--- src/hw/rtl/inline_color_code_decoder_unit_defines.svh ---
// Assertion macros shared by the decoder RTL.
`ifndef INLINE_COLOR_CODE_DECODER_UNIT_DEFINES_SVH
`define INLINE_COLOR_CODE_DECODER_UNIT_DEFINES_SVH
`ifndef SYNTHESIS
`define ICCD_ASSERT_SAME(lbl, ante, cons) \
  lbl: assert property (@(posedge clk) disable iff (rst) (ante) |-> (cons)) \
    else $error("assertion failed");
`define ICCD_ASSERT_NEXT(lbl, ante, cons) \
  lbl: assert property (@(posedge clk) disable iff (rst) (ante) |=> (cons)) \
    else $error("assertion failed");
`else
`define ICCD_ASSERT_SAME(lbl, ante, cons)
`define ICCD_ASSERT_NEXT(lbl, ante, cons)
`endif
`endif

--- src/hw/rtl/iccd_pkg.sv ---
package iccd_pkg;

  localparam int QDEPTH = 4;
  localparam int QPTR_W = $clog2(QDEPTH);
  localparam int MAX_CHARS = 4;

  typedef enum logic [6:0] {
    PH_IDLE  = 7'b0000001,
    PH_AMP   = 7'b0000010,
    PH_PLUS  = 7'b0000100,
    PH_MINUS = 7'b0001000,
    PH_EQ1   = 7'b0010000,
    PH_EQ2   = 7'b0100000,
    PH_SKIP  = 7'b1000000
  } phase_t;

  typedef enum logic {
    REG_SHOW_CODES      = 1'b0,
    REG_INTERPRET_CODES = 1'b1
  } reg_idx_t;

  localparam logic [7:0] CH_AMP   = 8'h26;
  localparam logic [7:0] CH_PLUS  = 8'h2B;
  localparam logic [7:0] CH_MINUS = 8'h2D;
  localparam logic [7:0] CH_EQ    = 8'h3D;
  localparam logic [7:0] CH_N_LO  = 8'h6E;
  localparam logic [7:0] CH_N_UP  = 8'h4E;

  localparam logic [4:0] FG_RESET = 5'd7;
  localparam logic [2:0] BG_RESET = 3'd0;
  localparam logic [3:0] LETTER_NONE = 4'd8;

  typedef struct packed {
    logic [MAX_CHARS-1:0][7:0] chars;
    logic [2:0]                count;
    logic [4:0]                fg;
    logic [2:0]                bg;
  } bundle_t;

  function automatic logic is_upper(input logic [7:0] c);
    return (c >= 8'h41) && (c <= 8'h5A);
  endfunction

  function automatic logic [7:0] to_upper(input logic [7:0] c);
    return ((c >= 8'h61) && (c <= 8'h7A)) ? c - 8'd32 : c;
  endfunction

  function automatic logic [3:0] letter_index(input logic [7:0] c);
    logic [3:0] k;
    case (to_upper(c))
      8'h4C: k = 4'd0;
      8'h42: k = 4'd1;
      8'h47: k = 4'd2;
      8'h43: k = 4'd3;
      8'h52: k = 4'd4;
      8'h4D: k = 4'd5;
      8'h59: k = 4'd6;
      8'h57: k = 4'd7;
      default: k = LETTER_NONE;
    endcase
    return k;
  endfunction

  // Bit 4 set means the byte is not a color letter.
  function automatic logic [4:0] fg_value(input logic [7:0] c);
    logic [3:0] k;
    k = letter_index(c);
    if (k[3]) begin
      return 5'd16;
    end
    return {1'b0, is_upper(c), k[2:0]};
  endfunction

endpackage

--- src/hw/rtl/iccd_text_if.sv ---
interface iccd_text_if;
  logic       valid;
  logic       ready;
  logic [7:0] char_in;
  logic       end_of_string;

  modport source (output valid, output char_in, output end_of_string, input ready);
  modport sink (input valid, input char_in, input end_of_string, output ready);
endinterface

--- src/hw/rtl/iccd_glyph_if.sv ---
interface iccd_glyph_if;
  logic       valid;
  logic       ready;
  logic [7:0] out_char;
  logic [4:0] out_fg;
  logic [2:0] out_bg;
  logic       last_of_run;

  modport source (output valid, output out_char, output out_fg, output out_bg,
                  output last_of_run, input ready);
  modport sink (input valid, input out_char, input out_fg, input out_bg,
                input last_of_run, output ready);
endinterface

--- src/hw/rtl/iccd_cfg_if.sv ---
interface iccd_cfg_if;
  logic valid;
  logic ready;
  logic idx;
  logic data;

  modport source (output valid, output idx, output data, input ready);
  modport sink (input valid, input idx, input data, output ready);
endinterface

--- src/hw/rtl/inline_color_code_decoder_unit.sv ---
// Decodes a text byte stream with inline color codes into displayed characters, each tagged
// with its foreground and background color. A byte is taken on every clock cycle as long as the
// four-entry run queue between the parser and the output serializer has room; a byte yields
// zero to four characters, which the serializer's single output register sends one at a time.
// Sustained throughput is one byte per cycle when bytes produce at most one character each,
// and one character per cycle otherwise, in both cases while the output is ready. A character
// reaches the output through a queue slot and then the output register. Configuration writes are
// always ready and should be issued only while no transaction is in flight.
module inline_color_code_decoder_unit (
  input  logic         clk,
  input  logic         rst,
  iccd_text_if.sink    text,
  iccd_glyph_if.source glyph,
  iccd_cfg_if.sink     cfg
);
  import iccd_pkg::*;

  logic    push;
  logic    full;
  logic    head_valid;
  logic    pop;
  bundle_t push_data;
  bundle_t head;

  iccd_front u_front (
    .clk    (clk),
    .rst    (rst),
    .text   (text),
    .cfg    (cfg),
    .full   (full),
    .push   (push),
    .bundle (push_data)
  );

  iccd_queue u_queue (
    .clk        (clk),
    .rst        (rst),
    .push       (push),
    .push_data  (push_data),
    .full       (full),
    .head_valid (head_valid),
    .head       (head),
    .pop        (pop)
  );

  iccd_back u_back (
    .clk        (clk),
    .rst        (rst),
    .head_valid (head_valid),
    .head       (head),
    .pop        (pop),
    .glyph      (glyph)
  );

endmodule

--- src/hw/rtl/iccd_front.sv ---
module iccd_front (
  input  logic             clk,
  input  logic             rst,
  iccd_text_if.sink        text,
  iccd_cfg_if.sink         cfg,
  input  logic             full,
  output logic             push,
  output iccd_pkg::bundle_t bundle
);
  import iccd_pkg::*;

  `include "inline_color_code_decoder_unit_defines.svh"

  phase_t     phase, phase_next;
  logic [4:0] fg_color, fg_next;
  logic [2:0] bg_color, bg_next;
  logic       bold_flag, bold_next;
  logic [7:0] held_letter, held_next;
  logic       show_codes;
  logic       interpret_codes;

  logic [MAX_CHARS-1:0][7:0] em;
  logic [2:0]                n;
  logic [7:0]                c;
  logic [4:0]                v;
  logic [3:0]                k;
  logic [3:0]                hk;
  logic                      accept;

  assign c = text.char_in;
  assign text.ready = !full;
  assign cfg.ready = 1'b1;
  assign accept = text.valid && !full;

  // Every character of one transaction carries the colors held before it.
  always_comb begin
    phase_next = phase;
    fg_next = fg_color;
    bg_next = bg_color;
    bold_next = bold_flag;
    held_next = held_letter;
    em = '0;
    n = 3'd0;
    v = fg_value(bold_flag ? to_upper(c) : c);
    k = letter_index(c);
    hk = letter_index(held_letter);
    case (phase)
      PH_AMP: begin
        if (c == CH_N_LO || c == CH_N_UP) begin
          if (show_codes) begin
            em[n[1:0]] = CH_AMP; n = n + 3'd1;
            em[n[1:0]] = c;      n = n + 3'd1;
          end
          if (interpret_codes) begin
            fg_next = FG_RESET;
            bg_next = BG_RESET;
          end
          bold_next = 1'b0;
          phase_next = PH_IDLE;
        end else if (c == CH_PLUS) begin
          phase_next = PH_PLUS;
        end else if (c == CH_MINUS) begin
          phase_next = PH_MINUS;
        end else if (c == CH_EQ) begin
          phase_next = PH_EQ1;
        end else begin
          em[n[1:0]] = CH_AMP; n = n + 3'd1;
          if (c == CH_AMP) begin
            phase_next = PH_AMP;
          end else begin
            em[n[1:0]] = c; n = n + 3'd1;
            phase_next = PH_IDLE;
          end
        end
      end
      PH_PLUS: begin
        if (!v[4]) begin
          if (show_codes) begin
            em[n[1:0]] = CH_AMP;  n = n + 3'd1;
            em[n[1:0]] = CH_PLUS; n = n + 3'd1;
            em[n[1:0]] = c;       n = n + 3'd1;
          end
          if (interpret_codes) begin
            fg_next = v;
          end
          if (is_upper(c)) begin
            bold_next = 1'b1;
          end
        end else begin
          em[n[1:0]] = CH_AMP;  n = n + 3'd1;
          em[n[1:0]] = CH_PLUS; n = n + 3'd1;
          em[n[1:0]] = c;       n = n + 3'd1;
        end
        phase_next = PH_IDLE;
      end
      PH_MINUS: begin
        if (!k[3]) begin
          if (show_codes) begin
            em[n[1:0]] = CH_AMP;   n = n + 3'd1;
            em[n[1:0]] = CH_MINUS; n = n + 3'd1;
            em[n[1:0]] = c;        n = n + 3'd1;
          end
          if (interpret_codes) begin
            bg_next = k[2:0];
            if (is_upper(c)) begin
              fg_next = {2'b10, k[2:0]};
            end
          end
        end else begin
          em[n[1:0]] = CH_AMP;   n = n + 3'd1;
          em[n[1:0]] = CH_MINUS; n = n + 3'd1;
          em[n[1:0]] = c;        n = n + 3'd1;
        end
        phase_next = PH_IDLE;
      end
      PH_EQ1: begin
        if (!k[3]) begin
          held_next = c;
          phase_next = PH_EQ2;
        end else begin
          em[n[1:0]] = CH_AMP; n = n + 3'd1;
          em[n[1:0]] = CH_EQ;  n = n + 3'd1;
          em[n[1:0]] = c;      n = n + 3'd1;
          phase_next = PH_SKIP;
        end
      end
      PH_EQ2: begin
        v = fg_value(c);
        if (!v[4]) begin
          if (show_codes) begin
            em[n[1:0]] = CH_AMP;      n = n + 3'd1;
            em[n[1:0]] = CH_EQ;       n = n + 3'd1;
            em[n[1:0]] = held_letter; n = n + 3'd1;
            em[n[1:0]] = c;           n = n + 3'd1;
          end
          if (interpret_codes) begin
            bg_next = hk[2:0];
            fg_next = v;
          end
        end else begin
          em[n[1:0]] = CH_AMP;      n = n + 3'd1;
          em[n[1:0]] = CH_EQ;       n = n + 3'd1;
          em[n[1:0]] = held_letter; n = n + 3'd1;
          em[n[1:0]] = c;           n = n + 3'd1;
        end
        phase_next = PH_IDLE;
      end
      PH_SKIP: begin
        em[n[1:0]] = c; n = n + 3'd1;
        phase_next = PH_IDLE;
      end
      default: begin
        if (c == CH_AMP) begin
          phase_next = PH_AMP;
        end else begin
          em[n[1:0]] = c; n = n + 3'd1;
        end
      end
    endcase

    // A code cut off by the end of the string comes out as plain text.
    if (text.end_of_string) begin
      case (phase_next)
        PH_AMP: begin
          em[n[1:0]] = CH_AMP; n = n + 3'd1;
        end
        PH_PLUS: begin
          em[n[1:0]] = CH_AMP;  n = n + 3'd1;
          em[n[1:0]] = CH_PLUS; n = n + 3'd1;
        end
        PH_MINUS: begin
          em[n[1:0]] = CH_AMP;   n = n + 3'd1;
          em[n[1:0]] = CH_MINUS; n = n + 3'd1;
        end
        PH_EQ1: begin
          em[n[1:0]] = CH_AMP; n = n + 3'd1;
          em[n[1:0]] = CH_EQ;  n = n + 3'd1;
        end
        PH_EQ2: begin
          em[n[1:0]] = CH_AMP;    n = n + 3'd1;
          em[n[1:0]] = CH_EQ;     n = n + 3'd1;
          em[n[1:0]] = held_next; n = n + 3'd1;
        end
        default: begin
        end
      endcase
      phase_next = PH_IDLE;
    end
  end

  assign push = accept && (n != 3'd0);
  assign bundle.chars = em;
  assign bundle.count = n;
  assign bundle.fg = fg_color;
  assign bundle.bg = bg_color;

  always_ff @(posedge clk) begin
    if (rst) begin
      phase <= PH_IDLE;
      fg_color <= FG_RESET;
      bg_color <= BG_RESET;
      bold_flag <= 1'b0;
      held_letter <= 8'd0;
    end else if (accept) begin
      phase <= phase_next;
      fg_color <= fg_next;
      bg_color <= bg_next;
      bold_flag <= bold_next;
      held_letter <= held_next;
    end
  end

  always_ff @(posedge clk) begin
    if (rst) begin
      show_codes <= 1'b0;
      interpret_codes <= 1'b1;
    end else if (cfg.valid) begin
      case (cfg.idx)
        REG_SHOW_CODES:      show_codes <= cfg.data;
        REG_INTERPRET_CODES: interpret_codes <= cfg.data;
        default: begin
        end
      endcase
    end
  end

  `ICCD_ASSERT_SAME(a_bundle_size, push, bundle.count <= 3'(MAX_CHARS))
  `ICCD_ASSERT_NEXT(a_eos_idle, accept && text.end_of_string, phase == PH_IDLE)

endmodule

--- src/hw/rtl/iccd_queue.sv ---
module iccd_queue (
  input  logic              clk,
  input  logic              rst,
  input  logic              push,
  input  iccd_pkg::bundle_t push_data,
  output logic              full,
  output logic              head_valid,
  output iccd_pkg::bundle_t head,
  input  logic              pop
);
  import iccd_pkg::*;

  `include "inline_color_code_decoder_unit_defines.svh"

  bundle_t             slots [QDEPTH];
  logic [QPTR_W-1:0]   wr_ptr;
  logic [QPTR_W-1:0]   rd_ptr;
  logic [QPTR_W:0]     count;

  assign full = (count == (QPTR_W+1)'(QDEPTH));
  assign head_valid = (count != '0);
  assign head = slots[rd_ptr];

  always_ff @(posedge clk) begin
    if (push) begin
      slots[wr_ptr] <= push_data;
    end
  end

  always_ff @(posedge clk) begin
    if (rst) begin
      wr_ptr <= '0;
      rd_ptr <= '0;
      count <= '0;
    end else begin
      if (push) begin
        wr_ptr <= wr_ptr + 1'b1;
      end
      if (pop) begin
        rd_ptr <= rd_ptr + 1'b1;
      end
      case ({push, pop})
        2'b10:   count <= count + 1'b1;
        2'b01:   count <= count - 1'b1;
        default: count <= count;
      endcase
    end
  end

  `ICCD_ASSERT_SAME(a_no_overflow, push, !full)
  `ICCD_ASSERT_SAME(a_no_underflow, pop, head_valid)

endmodule

--- src/hw/rtl/iccd_back.sv ---
module iccd_back (
  input  logic              clk,
  input  logic              rst,
  input  logic              head_valid,
  input  iccd_pkg::bundle_t head,
  output logic              pop,
  iccd_glyph_if.source      glyph
);
  import iccd_pkg::*;

  `include "inline_color_code_decoder_unit_defines.svh"

  logic       out_valid;
  logic [7:0] out_char;
  logic [4:0] out_fg;
  logic [2:0] out_bg;
  logic       out_last;
  logic [1:0] pos;
  logic       load;
  logic       last;

  assign load = head_valid && (!out_valid || glyph.ready);
  assign last = (({1'b0, pos} + 3'd1) == head.count);
  assign pop = load && last;

  assign glyph.valid = out_valid;
  assign glyph.out_char = out_char;
  assign glyph.out_fg = out_fg;
  assign glyph.out_bg = out_bg;
  assign glyph.last_of_run = out_last;

  always_ff @(posedge clk) begin
    if (rst) begin
      out_valid <= 1'b0;
      pos <= 2'd0;
    end else begin
      if (load) begin
        out_valid <= 1'b1;
        pos <= last ? 2'd0 : pos + 2'd1;
      end else if (glyph.ready) begin
        out_valid <= 1'b0;
      end
    end
  end

  always_ff @(posedge clk) begin
    if (load) begin
      out_char <= head.chars[pos];
      out_fg <= head.fg;
      out_bg <= head.bg;
      out_last <= last;
    end
  end

  `ICCD_ASSERT_SAME(a_pos_in_run, head_valid, {1'b0, pos} < head.count)

endmodule

--- src/flat_wrapper.sv ---
// flat-port wrapper written by rule: the top's interface ports become plain ports
module inline_color_code_decoder_unit_flat import iccd_pkg::*;
  (clk, rst, text_valid, text_char_in, text_end_of_string, text_ready, glyph_valid, glyph_out_char, glyph_out_fg, glyph_out_bg, glyph_last_of_run, glyph_ready, cfg_valid, cfg_idx, cfg_data, cfg_ready);
  iccd_text_if text_i ();
  iccd_glyph_if glyph_i ();
  iccd_cfg_if cfg_i ();
  input  logic clk;
  input  logic rst;
  input wire logic [$bits(text_i.valid)-1:0] text_valid;
  input wire logic [$bits(text_i.char_in)-1:0] text_char_in;
  input wire logic [$bits(text_i.end_of_string)-1:0] text_end_of_string;
  output wire logic [$bits(text_i.ready)-1:0] text_ready;
  output wire logic [$bits(glyph_i.valid)-1:0] glyph_valid;
  output wire logic [$bits(glyph_i.out_char)-1:0] glyph_out_char;
  output wire logic [$bits(glyph_i.out_fg)-1:0] glyph_out_fg;
  output wire logic [$bits(glyph_i.out_bg)-1:0] glyph_out_bg;
  output wire logic [$bits(glyph_i.last_of_run)-1:0] glyph_last_of_run;
  input wire logic [$bits(glyph_i.ready)-1:0] glyph_ready;
  input wire logic [$bits(cfg_i.valid)-1:0] cfg_valid;
  input wire logic [$bits(cfg_i.idx)-1:0] cfg_idx;
  input wire logic [$bits(cfg_i.data)-1:0] cfg_data;
  output wire logic [$bits(cfg_i.ready)-1:0] cfg_ready;
  assign text_i.valid = text_valid;
  assign text_i.char_in = text_char_in;
  assign text_i.end_of_string = text_end_of_string;
  assign text_ready = text_i.ready;
  assign glyph_valid = glyph_i.valid;
  assign glyph_out_char = glyph_i.out_char;
  assign glyph_out_fg = glyph_i.out_fg;
  assign glyph_out_bg = glyph_i.out_bg;
  assign glyph_last_of_run = glyph_i.last_of_run;
  assign glyph_i.ready = glyph_ready;
  assign cfg_i.valid = cfg_valid;
  assign cfg_i.idx = cfg_idx;
  assign cfg_i.data = cfg_data;
  assign cfg_ready = cfg_i.ready;
  inline_color_code_decoder_unit u_core (.clk(clk), .rst(rst), .text(text_i), .glyph(glyph_i), .cfg(cfg_i));
endmodule
--- config.mk ---
export PLATFORM = sky130hd
export DESIGN_NAME = inline_color_code_decoder_unit_flat
export DESIGN_NICKNAME = d
export VERILOG_FILES = /design/src/hw/rtl/iccd_pkg.sv /design/src/hw/rtl/iccd_text_if.sv /design/src/hw/rtl/iccd_glyph_if.sv /design/src/hw/rtl/iccd_cfg_if.sv /design/src/hw/rtl/inline_color_code_decoder_unit.sv /design/src/hw/rtl/iccd_front.sv /design/src/hw/rtl/iccd_queue.sv /design/src/hw/rtl/iccd_back.sv /design/src/flat_wrapper.sv
export VERILOG_INCLUDE_DIRS = /design/src /design/src/hw/rtl
export SDC_FILE = /design/constraint.sdc
export NUM_CORES = 1
export LEC_CHECK = 0
export ABC_AREA = 1
export BUFFER_PORTS_ARGS = -buffer_cell sky130_fd_sc_hd__buf_2
export CAP_MARGIN = 30
export CORE_ASPECT_RATIO = 1.1
export CORE_MARGIN = 2
export CORE_UTILIZATION = 40
export CTS_BUF_LIST = sky130_fd_sc_hd__clkbuf_8
export CTS_CLUSTER_DIAMETER = 150
export DETAILED_ROUTE_END_ITERATION = 6
export HOLD_SLACK_MARGIN = 0.15
export SLEW_MARGIN = 25
export SYNTH_ARGS = -nofsm -noshare
export SYNTH_HDL_FRONTEND = slang
export SYNTH_HIERARCHICAL = 1
export SYNTH_SLANG_ARGS = --single-unit
--- constraint.sdc ---
create_clock -name clk -period 4.9 [get_ports clk]
set_input_delay 0.735 -clock clk [delete_from_list [all_inputs] [get_ports clk]]
set_output_delay 0.735 -clock clk [all_outputs]
set_load 0.01 [all_outputs]
# Yosys cells after proc, flatten, opt, wreduce, memory -nomap -nowiden
# Memories as Yosys holds them, arrays and structs flattened. A register that Yosys moved wholly into a read port is not among the register bits.
# Cells that the tools add are included.
[classes]
n_addsub = 12
order_cmp = 17
eq_ne = 55
n_mux = 100
n_bitwise = 13
n_reduce_logical = 30
[ops]
columns = ["cell", "count"]
rows = [
  ["$eq A8 B7 Y1 const B", 26],
  ["$pmux W32 S5", 1],
  ["$mux W24", 5],
  ["$mux W32", 3],
  ["$mux W8", 12],
  ["$mux W5", 18],
  ["$mux W16", 5],
  ["$pmux W4 S8", 2],
  ["$demux W8 S2", 3],
  ["$pmux W8 S6", 1],
  ["$ge A8 B7 Y1 const B", 5],
  ["$le A8 B7 Y1 const B", 5],
  ["$pmux W8 S5", 1],
  ["$and A16 B16 Y16", 2],
  ["$bwmux W32", 1],
  ["$eq A8 B6 Y1 const B", 4],
  ["$not A16 Y16", 2],
  ["$or A16 B16 Y16", 2],
  ["$pmux W8 S4", 1],
  ["$mux W3", 10],
  ["$mux W2", 13],
  ["$pmux W3 S8", 1],
  ["$sub A8 B6 Y8 const B", 3],
  ["$mux W7", 3],
  ["other kinds (45)", 98],
]
[word_totals]
reg_bits = 53
ramBits = 172
in_bits = 16
output_inout_bits = 20
elab_cells = 244
mem_count = 1
[memory_table]
columns = ["memory", "depth", "width", "rd", "rd_ports_with_merged_regs", "write_ports", "line_no", "rtl"]
rows = [
  ["u_core.u_queue.slots", 4, 43, 1, 1, 1, "iccd_queue.sv:15", "bundle_t slots [QDEPTH];"],
]

# Longest topological paths before layout
[logic_depth]
depth_word = 23
ltp_mapped = 39
ltp_nobuf = 38

# By module
# The synthesis kept the hierarchy.
[by_module_without_submodules]
columns = ["module", "instances", "cells_each", "area_each_um2", "seq_area_each_um2"]
rows = [
  ["iccd_queue", 1, 474, 6801.5, 5345.1],
  ["iccd_front", 1, 657, 3926.3, 520.5],
  ["iccd_back", 1, 94, 962.2, 570.5],
]

# Worst setup path before layout
# No wires, ideal clock.
[synth_timing]
path_type = "input -> register"
start = "input text_char_in[5]"
end = "memory u_core/u_queue/slots[0][0] (netlist bit) (enable)"
setup_time_ps = 397
arrival_ps = 4911
t_required_ps = 4503
slack_ps = -408
stages = 29
path_buffers = 1
cell_sequence = "clkbuf_8 -> inv_1 -> ha_1 -> inv_1 -> o31ai_4 -> ha_1 -> nand3_1 -> nand3_1 -> nand3_1 -> nand2_1 -> nand4_1 -> nand4_2 -> nand3_2 -> nor2_4 -> inv_2 -> ha_1 -> inv_1 -> nand3_1 -> nand2_1 -> nand2_1 -> nand2_1 -> nand2_1 -> nand3_1 -> a21oi_1 -> nand3_1 -> nand2_1 -> inv_1 -> nand2_1 -> inv_1"
[synth_via]
elab_chain_cells = 22
word_cells_on_any_way = 77
classes_between = "add/sub (5); order compare (4); eq/ne (27); mux (35); reduce/logical (6)"
[synth_lines]
columns = ["element", "line_no", "rtl"]
rows = [
  ["start, declared", "flat_wrapper.sv:10", "input wire logic [$bits(text_i.char_in)-1:0] text_char_in;"],
  ["$ge A8 B7 Y1 / $le A8 B7 Y1 (equally long branches)", "iccd_pkg.sv:45", "return ((c >= 8'h61) && (c <= 8'h7A)) ? c - 8'd32 : c;"],
  ["$logic_and A1 B1 Y1", "iccd_pkg.sv:45", ""],
  ["$mux W8", "iccd_pkg.sv:45", ""],
  ["$mux W8", "iccd_front.sv:44", "v = fg_value(bold_flag ? to_upper(c) : c);"],
  ["$ge A8 B7 Y1 / $le A8 B7 Y1 (equally long branches)", "iccd_pkg.sv:45", ""],
  ["$logic_and A1 B1 Y1", "iccd_pkg.sv:45", ""],
  ["$mux W8", "iccd_pkg.sv:45", ""],
  ["$eq A8 B7 Y1", "iccd_pkg.sv:50", "case (to_upper(c))"],
  ["[7 not listed]", "--", ""],
  ["$add A3 B1 Y3", "iccd_front.sv:182", "em[n[1:0]] = held_next; n = n + 3'd1;"],
  ["$pmux W3 S3", "iccd_front.sv:163", "case (phase_next)"],
  ["$mux W3 *", "iccd_front.sv:162", "if (text.end_of_string) begin"],
  ["$reduce_bool A3 Y1 *", "iccd_front.sv:191", "assign push = accept && (n != 3'd0);"],
  ["$logic_and A1 B1 Y1 *", "iccd_front.sv:191", ""],
  ["named net u_core.push", "inline_color_code_decoder_unit.sv:18", "logic push;"],
  ["$mux W1 *", "iccd_queue.sv:25", "if (push) begin"],
  ["$mux W1 (not written as such) *", "iccd_queue.sv:26", "slots[wr_ptr] <= push_data;"],
  ["end, declared", "iccd_queue.sv:15", ""],
]
# Mark *: on every way through the listed nets, which the timed path passes. The rest lies on a longest branch. The select of a mux whose other input is x is not followed.

# Worst setup path after layout
[layout_timing]
start = "input text_char_in[2]"
end = "register u_core.u_queue.count[1]"
[layout_via]
elab_chain_cells = 22
word_cells_on_any_way = 79
classes_between = "add/sub (5); order compare (4); eq/ne (29); mux (34); reduce/logical (7)"
[layout_lines]
columns = ["element", "line_no", "rtl"]
rows = [
  ["$ge A8 B7 Y1 / $le A8 B7 Y1 (equally long branches)", "iccd_pkg.sv:45", ""],
  ["$logic_and A1 B1 Y1", "iccd_pkg.sv:45", ""],
  ["$mux W8", "iccd_pkg.sv:45", ""],
  ["$mux W8", "iccd_front.sv:44", ""],
  ["$ge A8 B7 Y1 / $le A8 B7 Y1 (equally long branches)", "iccd_pkg.sv:45", ""],
  ["$logic_and A1 B1 Y1", "iccd_pkg.sv:45", ""],
  ["$mux W8", "iccd_pkg.sv:45", ""],
  ["$eq A8 B7 Y1", "iccd_pkg.sv:50", ""],
  ["[7 not listed]", "--", ""],
  ["$add A3 B1 Y3", "iccd_front.sv:182", ""],
  ["$pmux W3 S3", "iccd_front.sv:163", ""],
  ["$mux W3 *", "iccd_front.sv:162", ""],
  ["$reduce_bool A3 Y1 *", "iccd_front.sv:191", ""],
  ["$logic_and A1 B1 Y1 *", "iccd_front.sv:191", ""],
  ["named net u_core.push", "inline_color_code_decoder_unit.sv:18", ""],
  ["$eq A2 B1 Y1 / $eq A2 B2 Y1 (equally long branches)", "iccd_queue.sv:42", "case ({push, pop})"],
  ["$pmux W3 S2 / $reduce_bool A2 Y1 (equally long branches)", "--", ""],
  ["end signal, assigned", "iccd_queue.sv:43", "2'b10: count <= count + 1'b1;"],
  ["end signal, assigned", "iccd_queue.sv:44", "2'b01: count <= count - 1'b1;"],
  ["end signal, assigned", "iccd_queue.sv:45", "default: count <= count;"],
  ["end, declared", "iccd_queue.sv:18", "logic [QPTR_W:0] count;"],
]
# Marked as above.
# A chain may end at the register's enable or synchronous reset.

==> flow_summary_export.csv <==
group,metric,value,unit
status,status,"complete, no violations",
place,port_buffers,34,
grt,grt_start_max_net_pins,57,
timing,finalSetupViolCount,0,
place,placed_area,12750,um^2
timing,post-route-min-period,4451,ps
grt,grt_pass1_wl,49530,um
clock_network,cts.sinks,227,
power_and_ir_drop,p_leak,5.312,nW
detailed_routing,drt-pass1-iter-count,5,
place,dpl.hpwl,21880,um
run,drv_cap,0,
timing,hold_viol_final,0,
clock_network,ctsResizeCount,0,
place,place.gp.congestion,0.9834,
die,die_x,167.0,um
logic_synthesis,ys_seq_area_share,55.06,%
die,core_region_area,28710,um^2
detailed_routing,drt_wl_total,31510,um
clock_network,cts_max_level,2,
grt,use_met1,26.75,%
power_and_ir_drop,power_density,394.6,nW/um^2
timing,fmax,224.7,MHz
timing,rsz0062_at_grt,"false",
logic_synthesis,synth-edff-count,189,
detailed_routing,drc_errors,0,
setup_path,slowest_delay,430,ps
detailed_routing,avgViaCountPerCell,5.386,
setup_path,startpoint,"text_char_in[2]",
grt,top_usage_layer,"met2",
clock_network,clockRootBuffer,"clkbuf_8",
setup_path,cp_slowest_cell,"fa_2",
timing,tightest_slew,888.3,ps
finish,area_delta_synth_final,15.66,%
detailed_routing,routedWlPerCell,18.27,um
logic_synthesis,synth_top_area_share,48.55,%
timing,slew_headroom,40.72,%
finish,stdcell_count,1725,
finish,final_nets,1364,
logic_synthesis,synth.cell_area,11690,um^2
hold_path,hold_class,"flop to flop",
setup_path,cp_max_fo,5,
finish,design_area,13520,um^2
clock_network,clkLatencyLatePin,530,ps
logic_synthesis,synth.net_count,1261,
detailed_routing,via_count,9291,
die,initial_core_util,40.72,%
detailed_routing,dr.first_iter.drc_count,566,
setup_path,crit_top_cell,"nand3_1",
finish,drive_above_1_share,19.90,%
logic_synthesis,ys_seq_elements,227,
grt,grt-ovfl-total,0,
setup_path,startpoint_type,"primary input",
grt,antenna_found_initial,0,
setup_path,worstSetupEndpointType,"flop",
clock_network,clkTransAtPathRegs,60,ps
grt,grt_pass1_vias,9088,
clock_network,clk_path_buf_depth,3,
die,rows,65,
logic_synthesis,synth.most_common_cell,"edfxtp_1",
clock_network,post-cts-setup-buffers,0,
logic_synthesis,syn_area_per_cell,9.543,um^2
logic_synthesis,netlist_top_cells_count,"edfxtp_1, nor2_1, nand2_1",
finish,diodes,0,
place,placed_cells,1657,
timing,setup_tns,0,ps
die,ioPinCount,36,
logic_synthesis,synth_cell_types,63,
die,die_area,30610,um^2
timing,skew,26.38,ps
setup_path,criticalPathCategory,"primary input to flop",
detailed_routing,ant_nets,0,
setup_path,worstPathArrival,4860,ps
hold_path,min-delay-start,"u_core/u_queue/rd_ptr[1]$_SDFFE_PP0P_",
timing,timing.final.crit_share,90.83,%
die,die_h,183.3,um
grt,met3_usage,2.697,%
clock_network,cts.hold.buffers_added,0,
timing,final_max_slew_viol_count,0,
clock_network,cts_tree,"built",
setup_path,crit_required,5310,ps
logic_synthesis,synth.largest_area_cell,"edfxtp_1",
clock_network,cts_made_buffers,37,
grt,met2_usage,35.62,%
setup_path,reg2reg_from,"u_core/u_front/phase[3]$_SDFFE_PP0P_",
finish,n_fill_cell,2717,
logic_synthesis,ys.flop_type,"edfxtp_1",
grt,grt_usage,20.51,%
logic_synthesis,synth_area_leaders,"edfxtp_1, dfxtp_1, o21ai_0, nor2_1, nand2_1",
logic_synthesis,syn_inst,1225,
logic_synthesis,ys_warn_count,6,
power_and_ir_drop,vdd_drop_max,0.2844,mV
logic_synthesis,async_reset_ff_share,0,%
## layout by cell type (no fill, tap or decap), types with 12 or more instances in the layout
cell type,netlist,routed
a21oi_1,46,45
buf_2,12,34
buf_4,8,74
clkbuf_8,1,45
dfxtp_1,38,37
edfxtp_1,189,189
ha_1,19,15
inv_1,115,117
inv_2,15,16
nand2_1,158,150
nand2_2,11,19
nand3_1,43,42
nand4_1,17,17
nor2_1,177,177
nor3_1,12,12
o211ai_1,13,13
o21ai_0,138,138
o21ai_1,24,24
o22ai_1,55,55
## sequential cells by signal, summed over array words and instances, names as in the netlist, 3 cells and up, named ones only
name	flops
u_core/u_front/fg_color	5
u_core/u_queue/count	3
u_core/u_back/glyph.out_char	8
u_core/u_queue/slots	172
u_core/u_front/bg_color	3
u_core/u_back/glyph.out_fg	5
u_core/u_back/glyph.out_bg	3
u_core/u_front/phase	7
u_core/u_front/held_letter	8
## logic make-up (layout without fill, tap and decap cells)
kind of cell	after synthesis	count (layout)	share of synthesized area [%]
flops	227	227	55.06
compound gates	323	323	16.09
fa+ha+maj	20	20	2.205
other cells	1	1	0.03208
simple gates	468	468	19.16
buf+inv	184	316	7.310
xor+xnor	2	2	0.1499
## per-stage QoR
step	util, %	hold WS, ps	setup WS [ps]	total power [mW]
after floorplan	-	411.5	1.100	3.331
after global placement	44.43	426.1	65.72	3.701
after detailed placement	44.43	433.0	-50.95	3.719
after CTS	47.10	431.5	502.9	5.398
after global routing	47.10	454.7	59.08	5.622
final	47.10	441.0	449.2	5.335
## metal layers
layer,up-vias,wire [um]
met2,273,15460
met4,0,718
met1,4434,13710
met3,61,1626
li1,4523,-
met5,-,0
## cell type report
class,count,area (um^2),area share [%]
inverter,134,544.3,4.026
multi-input combinational,814,4467,33.04
tap,368,460.4,3.406
clock inverter,23,146.4,1.083
sequential,227,6437,47.61
timing repair buffer,114,845.8,6.256
clock buffer,45,619.3,4.581
## report_power, final
part | internal (mW) | switching, mW | leakage [nW]
clock | 0.937 | 0.726 | 0.428
sequential | 2.35 | 0.0925 | 2.04
combinational | 0.382 | 0.852 | 2.84
total | 3.66 | 1.67 | 5.31
## worst max-delay path: cells and delay by family
| kind | cells | cell delay, ps |
|---|---|---|
| buffers and inverters | 5 | 380 |
| AND/OR/NAND/NOR | 19 | 1900 |
| AO/OA/AOI/OAI | 4 | 830 |
| adder cells (fa/ha/maj) | 4 | 1010 |
## worst paths after layout
| check | endpoint | slack [ps] | depth (start not counted) |
|---|---|---|---|
| min | u_core/u_queue/rd_ptr[1]$_SDFFE_PP0P_ | 440 | 1 |
| max | u_core/u_queue/count[1]$_SDFFE_PP0P_ | 450 | 32 |
| min reg2reg | u_core/u_queue/rd_ptr[1]$_SDFFE_PP0P_ | 440 | 1 |
| max reg2reg | u_core/u_queue/count[1]$_SDFFE_PP0P_ | 720 | 28 |
No activity file was read; power rests on OpenSTA's default activity.
